## src/rtl/rqu_pkg.sv

```systemverilog
package rqu_pkg;

    localparam int WORD_W        = 32;
    localparam int KIND_W        = 2;
    localparam int STATUS_W      = 2;
    localparam int COUNT_OUT_W   = 7;
    localparam int DEPTH_DEFAULT = 64;

    localparam logic [KIND_W-1:0] KIND_ENQ = 2'd0;
    localparam logic [KIND_W-1:0] KIND_DEQ = 2'd1;
    localparam logic [KIND_W-1:0] KIND_SMP = 2'd2;

    localparam logic [STATUS_W-1:0] STATUS_OK    = 2'd0;
    localparam logic [STATUS_W-1:0] STATUS_EMPTY = 2'd1;
    localparam logic [STATUS_W-1:0] STATUS_FULL  = 2'd2;

    typedef enum logic [3:0] {
        ST_IDLE = 4'b0001,
        ST_DIV  = 4'b0010,
        ST_SEL  = 4'b0100,
        ST_READ = 4'b1000
    } state_t;

    // per-cell control from the sequencer
    typedef struct packed {
        logic load;
        logic shift;
        logic hit;
    } cell_ctrl_t;

endpackage

```

## src/rtl/rqu_mod_unit.sv

```systemverilog
module rqu_mod_unit #(
    parameter int CW = 7
) (
    input  logic                      clk,
    input  logic                      rst_n,
    input  logic                      start,
    input  logic [rqu_pkg::WORD_W-1:0] dividend,
    input  logic [CW-1:0]             divisor,
    output logic                      done,
    output logic [CW-1:0]             remainder
);

    localparam int STEP_W = $clog2(rqu_pkg::WORD_W);

    logic                       running_reg, running_next;
    logic                       done_reg, done_next;
    logic [STEP_W-1:0]          step_reg, step_next;
    logic [rqu_pkg::WORD_W-1:0] shift_reg, shift_next;
    logic [CW-1:0]              rem_reg, rem_next;
    logic [CW:0]                trial;
    logic [CW:0]                diff;

    // one restoring step per cycle, msb first
    always_comb
    begin
        trial        = {rem_reg, shift_reg[rqu_pkg::WORD_W-1]};
        diff         = trial - {1'b0, divisor};
        running_next = running_reg;
        done_next    = 1'b0;
        step_next    = step_reg;
        shift_next   = shift_reg;
        rem_next     = rem_reg;
        if (start)
        begin
            running_next = 1'b1;
            step_next    = '0;
            shift_next   = dividend;
            rem_next     = '0;
        end
        else if (running_reg)
        begin
            shift_next = {shift_reg[rqu_pkg::WORD_W-2:0], 1'b0};
            if (trial >= {1'b0, divisor})
                rem_next = diff[CW-1:0];
            else
                rem_next = trial[CW-1:0];
            step_next = step_reg + STEP_W'(1);
            if (step_reg == STEP_W'(rqu_pkg::WORD_W - 1))
            begin
                running_next = 1'b0;
                done_next    = 1'b1;
            end
        end
    end

    always_ff @(posedge clk or negedge rst_n)
    begin
        if (!rst_n)
        begin
            running_reg <= 1'b0;
            done_reg    <= 1'b0;
            step_reg    <= '0;
        end
        else
        begin
            running_reg <= running_next;
            done_reg    <= done_next;
            step_reg    <= step_next;
        end
    end

    always_ff @(posedge clk)
    begin
        shift_reg <= shift_next;
        rem_reg   <= rem_next;
    end

    assign done      = done_reg;
    assign remainder = rem_reg;

endmodule

```

## src/rtl/rqu_cell.sv

```systemverilog
module rqu_cell (
    input  logic                       clk,
    input  rqu_pkg::cell_ctrl_t        ctrl,
    input  logic [rqu_pkg::WORD_W-1:0] load_value,
    input  logic [rqu_pkg::WORD_W-1:0] neighbor_value,
    output logic [rqu_pkg::WORD_W-1:0] value,
    output logic [rqu_pkg::WORD_W-1:0] tap
);

    logic [rqu_pkg::WORD_W-1:0] value_reg, value_next;
    logic [rqu_pkg::WORD_W-1:0] tap_reg, tap_next;

    always_comb
    begin
        value_next = value_reg;
        if (ctrl.load)
            value_next = load_value;
        else if (ctrl.shift)
            value_next = neighbor_value;
        // masked copy so the taps can simply be or-ed together
        tap_next = ctrl.hit ? value_reg : '0;
    end

    always_ff @(posedge clk)
    begin
        value_reg <= value_next;
        tap_reg   <= tap_next;
    end

    assign value = value_reg;
    assign tap   = tap_reg;

endmodule

```

## src/rtl/random_queue_unit.sv

```systemverilog
// random_queue_unit: randomized queue of signed 32-bit items held in a row
// of cells, cell 0 the oldest entry.
// command channel: kind, item_value and random_word are taken at a rising
// edge with start high and busy low.
// result channel: result_value, status and entry_count are valid for one
// cycle while done is high; the receiver cannot stall, so every result
// is simply presented once and dropped.
// enqueue, any empty or full error and the unused kind code give their
// result in the cycle after the transaction and keep busy low, so such
// transactions may follow every cycle.
// dequeue and sample hold busy through the serial remainder unit
// (random_word modulo the count, one bit a cycle), a step to turn the
// remainder into a slot, a step for the cells to latch the chosen entry
// and a step to read it out; in that last step a dequeue also shifts
// every cell above the chosen slot down by one.
// done rises when the read-out step ends; the next transaction
// may be accepted in the cycle done is high.
// reset empties the queue (count zero); cell contents stay undefined and
// are never read before being written.
module random_queue_unit #(
    parameter int DEPTH = rqu_pkg::DEPTH_DEFAULT
) (
    input  logic                                clk,
    input  logic                                rst_n,
    input  logic                                start,
    output logic                                busy,
    input  logic [rqu_pkg::KIND_W-1:0]          kind,
    input  logic signed [rqu_pkg::WORD_W-1:0]   item_value,
    input  logic [rqu_pkg::WORD_W-1:0]          random_word,
    output logic                                done,
    output logic signed [rqu_pkg::WORD_W-1:0]   result_value,
    output logic [rqu_pkg::STATUS_W-1:0]        status,
    output logic [rqu_pkg::COUNT_OUT_W-1:0]     entry_count
);

    localparam int CW = $clog2(DEPTH + 1);  // count width, holds DEPTH itself
    localparam int IW = $clog2(DEPTH);      // slot index width

    rqu_pkg::state_t state_reg, state_next;

    logic [CW-1:0]               occ_reg, occ_next;
    logic [IW-1:0]               slot_reg, slot_next;
    logic                        deq_reg, deq_next;
    logic                        done_reg, done_next;
    logic [rqu_pkg::WORD_W-1:0]  result_reg, result_next;
    logic [rqu_pkg::STATUS_W-1:0] status_reg, status_next;

    logic                        accept;
    logic                        enq_go;
    logic                        mod_start;
    logic                        mod_done;
    logic [CW-1:0]               mod_rem;
    logic [CW-1:0]               slot_wide;
    logic [rqu_pkg::WORD_W-1:0]  tap_or;

    logic [rqu_pkg::WORD_W-1:0]  cell_value [DEPTH];
    logic [rqu_pkg::WORD_W-1:0]  cell_tap   [DEPTH];
    rqu_pkg::cell_ctrl_t         cell_ctrl  [DEPTH];

    assign busy   = (state_reg != rqu_pkg::ST_IDLE);
    assign accept = start && !busy;

    // slot counted from the oldest entry
    assign slot_wide = occ_reg - CW'(1) - mod_rem;

    // sequencer
    always_comb
    begin
        state_next  = state_reg;
        occ_next    = occ_reg;
        slot_next   = slot_reg;
        deq_next    = deq_reg;
        done_next   = 1'b0;
        result_next = result_reg;
        status_next = status_reg;
        enq_go      = 1'b0;
        mod_start   = 1'b0;
        case (state_reg)
            rqu_pkg::ST_IDLE:
            begin
                if (accept)
                begin
                    result_next = '0;
                    status_next = rqu_pkg::STATUS_OK;
                    case (kind)
                        rqu_pkg::KIND_ENQ:
                        begin
                            done_next = 1'b1;
                            if (occ_reg == CW'(DEPTH))
                                status_next = rqu_pkg::STATUS_FULL;
                            else
                            begin
                                enq_go   = 1'b1;
                                occ_next = occ_reg + CW'(1);
                            end
                        end
                        rqu_pkg::KIND_DEQ, rqu_pkg::KIND_SMP:
                        begin
                            if (occ_reg == '0)
                            begin
                                done_next   = 1'b1;
                                status_next = rqu_pkg::STATUS_EMPTY;
                            end
                            else
                            begin
                                mod_start  = 1'b1;
                                deq_next   = (kind == rqu_pkg::KIND_DEQ);
                                state_next = rqu_pkg::ST_DIV;
                            end
                        end
                        default:
                        begin
                            // unused code: plain ok result, nothing changes
                            done_next = 1'b1;
                        end
                    endcase
                end
            end
            rqu_pkg::ST_DIV:
            begin
                if (mod_done)
                begin
                    slot_next  = slot_wide[IW-1:0];
                    state_next = rqu_pkg::ST_SEL;
                end
            end
            rqu_pkg::ST_SEL:
            begin
                // chosen cell latches its value into its tap this cycle
                state_next = rqu_pkg::ST_READ;
            end
            rqu_pkg::ST_READ:
            begin
                result_next = tap_or;
                done_next   = 1'b1;
                if (deq_reg)
                    occ_next = occ_reg - CW'(1);
                state_next = rqu_pkg::ST_IDLE;
            end
            default:
            begin
                state_next = rqu_pkg::ST_IDLE;
            end
        endcase
    end

    always_ff @(posedge clk or negedge rst_n)
    begin
        if (!rst_n)
        begin
            state_reg <= rqu_pkg::ST_IDLE;
            occ_reg   <= '0;
            done_reg  <= 1'b0;
        end
        else
        begin
            state_reg <= state_next;
            occ_reg   <= occ_next;
            done_reg  <= done_next;
        end
    end

    always_ff @(posedge clk)
    begin
        slot_reg   <= slot_next;
        deq_reg    <= deq_next;
        result_reg <= result_next;
        status_reg <= status_next;
    end

    // serial remainder: random_word modulo the current count
    rqu_mod_unit #(
        .CW(CW)
    ) u_mod (
        .clk      (clk),
        .rst_n    (rst_n),
        .start    (mod_start),
        .dividend (random_word),
        .divisor  (occ_reg),
        .done     (mod_done),
        .remainder(mod_rem)
    );

    // row of cells; each one takes the value of the cell above on a shift
    for (genvar i = 0; i < DEPTH; i++)
    begin : g_cell
        always_comb
        begin
            cell_ctrl[i].load  = enq_go && (CW'(i) == occ_reg);
            cell_ctrl[i].shift = (state_reg == rqu_pkg::ST_READ) && deq_reg
                                 && (IW'(i) >= slot_reg);
            cell_ctrl[i].hit   = (state_reg == rqu_pkg::ST_SEL)
                                 && (IW'(i) == slot_reg);
        end

        rqu_cell u_cell (
            .clk           (clk),
            .ctrl          (cell_ctrl[i]),
            .load_value    ($unsigned(item_value)),
            .neighbor_value(cell_value[(i + 1 < DEPTH) ? i + 1 : i]),
            .value         (cell_value[i]),
            .tap           (cell_tap[i])
        );
    end

    // only the chosen cell holds a nonzero tap
    always_comb
    begin
        tap_or = '0;
        for (int k = 0; k < DEPTH; k++)
            tap_or = tap_or | cell_tap[k];
    end

    assign done         = done_reg;
    assign result_value = $signed(result_reg);
    assign status       = status_reg;
    assign entry_count  = rqu_pkg::COUNT_OUT_W'(occ_reg);

endmodule
```

## config.mk

```make
export PLATFORM = sky130hd
export DESIGN_NAME = random_queue_unit
export DESIGN_NICKNAME = d
export VERILOG_FILES = /design/src/rtl/rqu_pkg.sv /design/src/rtl/rqu_mod_unit.sv /design/src/rtl/rqu_cell.sv /design/src/rtl/random_queue_unit.sv
export SDC_FILE = /design/constraint.sdc
export NUM_CORES = 2
export LEC_CHECK = 0
export BUFFER_PORTS_ARGS = -buffer_cell sky130_fd_sc_hd__buf_2
export CORE_UTILIZATION = 30
export CTS_CLUSTER_SIZE = 14
export DETAILED_ROUTE_END_ITERATION = 8
export HOLD_SLACK_MARGIN = 0.05
export SLEW_MARGIN = 5
export SYNTH_ARGS = -nofsm -noshare
export SYNTH_HDL_FRONTEND = slang
export SYNTH_SLANG_ARGS = --single-unit
```

## constraint.sdc

```tcl
create_clock -name clk -period 8.95 [get_ports clk]
set_input_delay 1.79 -clock clk [delete_from_list [all_inputs] [get_ports clk]]
set_output_delay 1.79 -clock clk [all_outputs]
set_load 0.03 [all_outputs]
```

==> flow_metrics.py <==
metrics = {
    "synthesis": {
        "yosysTopAreaCellShare_pct": 42.0,
        "async_flop_share_pct": 0.453,
        "ys_warn_count": 0,
        "synth_ff_type": "edfxtp_1",
        "synth_area_per_cell_um2": 14.9,
        "ys_ff_latch": 4195,
        "post-synth-top-area-cell": "edfxtp_1",
        "netlist_instances": 10200,
        "synth_cell_types": 62,
        "yosysSeqAreaShare_pct": 69.5,
        "syn-num-nets": 10300,
        "synth_area_leaders": "edfxtp_1, dfxtp_1, mux2_2",
        "synth_edf_count": 2121,
        "synth_area_um2": 151000,
    },
    "sta": {
        "fmax_mhz": 198,
        "slew_violations": 5,
        "rsz0062_at_grt": "no",
        "setup_viol": 0,
        "fin_setup_tns_ns": 0,
        "slew_headroom_pct": -12.6,
        "hold_violations": 0,
        "clock_skew_ns": 0.0665,
        "worst_pin_slew_ns": 1.67,
        "period_minus_slack_ns": 5.06,
        "period_share_pct": 56.6,
    },
    "drt": {
        "avgViaCountPerCell": 4.94,
        "wl_per_cell_um": 30.7,
        "drtIter0Drc": 11600,
        "wirelength_met1_mm": 215,
        "top_layer_used": "met5",
        "antenna_left": 0,
        "route.met3.wl_mm": 61.0,
        "met2_length_mm": 227,
        "remaining_drc_errors": 0,
        "drtPass1Iterations": 8,
        "num_vias": 86200,
        "routed_wl_mm": 535,
    },
    "min_path": {
        "hp-class": "register to register",
        "hold_depth": 1,
        "hp-start": "g_cell[10].u_cell.value[0]",
        "min_to": "g_cell[10].u_cell.tap[0]",
    },
    "place": {
        "dp_hpwl_mm": 351,
        "dpl_cell_area_um2": 161000,
        "port_buffers": 111,
        "gp_congestion": 1.06,
    },
    "pwr": {
        "p_leak_uw": 0.0613,
        "peakVddDrop_mv": 0.182,
        "power_density_nw_per_um2": 228,
    },
    "critical_path": {
        "rrSetupSlack_ns": 4.14,
        "crit_fanout": 33,
        "timing.rr.end": "g_cell[17].u_cell.value[5]",
        "crit_path_end_kind": "register",
        "worstPathRequired_ns": 9.55,
        "r2r_start": "entry_count[5]",
        "cp.arrival_ns": 5.66,
        "worstSetupPathType": "input pin to register",
        "cp-start-kind": "input pin",
        "ff2ff_path_depth": 4,
    },
    "floorplanning": {
        "die_x_um": 713,
        "initial_core_util_pct": 30.2,
        "dieArea_um2": 508000,
        "io_pins": 112,
        "coreArea_um2": 502000,
        "chipHeight_um": 713,
        "num_rows": 260,
    },
    "global_route": {
        "grt_use_total_pct": 20.3,
        "grt_pass1_wl_mm": 711,
        "grt_max_degree": 54,
        "grt_pass1_vias": 81500,
        "antenna_found_initial": 95,
        "gr-total-overflow": 0,
    },
    "final_layout": {
        "multi_input_area_um2": 44500,
        "final_layout_size_suffix_gt1_share_pct": 30.8,
        "design_area_um2": 176000,
        "mostFrequentLayoutCells": "edfxtp_1, dfxtp_1, and2_1",
        "layout_commonest_cell": "edfxtp_1",
        "syn_to_final_growth_pct": 15.9,
        "nNetsFinal": 10400,
        "n_fill_cell": 48000,
        "seq_area_um2": 105000,
    },
    "clock_tree": {
        "htree_num_levels": 5,
        "postCtsHoldBufs": 0,
        "postCtsSetupBuffers": 0,
        "cts_root_buffer": "clkbuf_16",
        "cts.sinks": 4195,
        "cts_buffers": 428,
        "clockBufferDepth": 4,
        "cts_tree": "done",
        "path_clk_slew_ns": 0.06,
        "clk_latency_ns": 1.02,
        "ctsResizeCount": 0,
    },
    "status": {
        "status": "finished with violations",
        "violations": "capacitance limit, slew limit",
    },
    "run": {
        "drv_cap": 3,
    },
}
Yosys cell counts (all sizes together), types with 4 or more instances:
| cell type | number |
|---|---|
| nor2b | 9 |
| and3 | 7 |
| inv | 26 |
| nand2 | 68 |
| xnor2 | 11 |
| nand2b | 5 |
| clkbuf | 389 |
| dfrtp | 18 |
| ha | 22 |
| mux2 | 2047 |
| dfxtp | 2055 |
| nor2 | 187 |
| nand4 | 139 |
| a21oi | 18 |
| nor4 | 544 |
| a21o | 18 |
| a31o | 4 |
| edfxtp | 2121 |
| buf | 268 |
| o21ai | 47 |
| nor4b | 4 |
| o22ai | 22 |
| or2 | 6 |
| xor2 | 5 |
| o221ai | 5 |
| nor3 | 12 |
| a21boi | 5 |
| and2 | 2055 |
| nand3 | 18 |
| or3 | 5 |
cells by family (layout without fill, tap and decap cells):
family	count (synthesis)	count (layout)	synth area share, %
fa+ha+maj	24	24	0.208
other cells	0	31	0
xor+xnor	16	16	0.0925
buf+inv	684	1237	2.01
mux	2050	2050	15.2
flops	4195	4195	69.5
compound gates	139	139	0.578
simple gates	3067	3067	12.4
layer usage:
layer / vias up / GRT usage, %
li1: 36700 / -
met1: 43900 / 27.0
met3: 993 / 6.27
met2: 4613 / 30.1
met5: - / 0.217
met4: 20 / 9.73
through the flow:
| step | std cells | worst slack [ns] | hold WS, ns | utilization, % | total power [uW] |
|---|---|---|---|---|---|
| 5_1_grt | 17400 | 3.84 | 0.446 | 35.0 | 40900 |
| 3_3_place_gp | 16600 | 3.04 | 0.429 | 32.1 | 22200 |
| 6_report | 17400 | 3.89 | 0.421 | 35.0 | 40000 |
| 3_5_place_dp | 16600 | 3.04 | 0.430 | 32.1 | 22200 |
| 4_1_cts | 17400 | 4.07 | 0.420 | 35.0 | 40100 |
| 2_1_floorplan | 10200 | 3.20 | 0.420 | - | 21500 |
worst max-delay path by stage:
| stage | depth (start not counted) | slack (ns) | end | start |
|---|---|---|---|---|
| 2_1_floorplan | 8 | 3.20 | g_cell[49].u_cell.value[0] | kind[1] |
| 3_3_place_gp | 7 | 3.04 | g_cell[17].u_cell.value[26] | kind[1] |
| 4_1_cts | 7 | 4.07 | g_cell[17].u_cell.value[2] | kind[1] |
| 6_report | 7 | 3.89 | g_cell[17].u_cell.value[5] | kind[1] |
| 3_5_place_dp | 7 | 3.04 | g_cell[17].u_cell.value[27] | kind[1] |
| 5_1_grt | 7 | 3.84 | g_cell[17].u_cell.value[2] | kind[1] |
area by class of cell:
type                            instances  area share, %
Inverter                               27         0.0577
Multi-Input combinational cell       5296           25.4
Tap cell                             6681           4.76
Clock inverter                        155          0.975
Clock buffer                          654           7.22
Timing Repair Buffer                  401           1.60
Sequential cell                      4195           60.0
Antenna cell                           31         0.0442
critical path: stages:
cell     delay (ns)
buf_2          0.11
inv_1          0.07
ha_1           0.22
and3_1         0.51
nand3_4        0.74
nor2_4         1.06
a21o_1         1.07
report_power, final:
part	total, uW	internal (uW)	leakage, uW	switching, uW
combinational	1450	417	0.0183	1030
clock	18100	10400	0.00707	7740
sequential	20400	20200	0.0359	144
(Power assumes the default switching activity.)
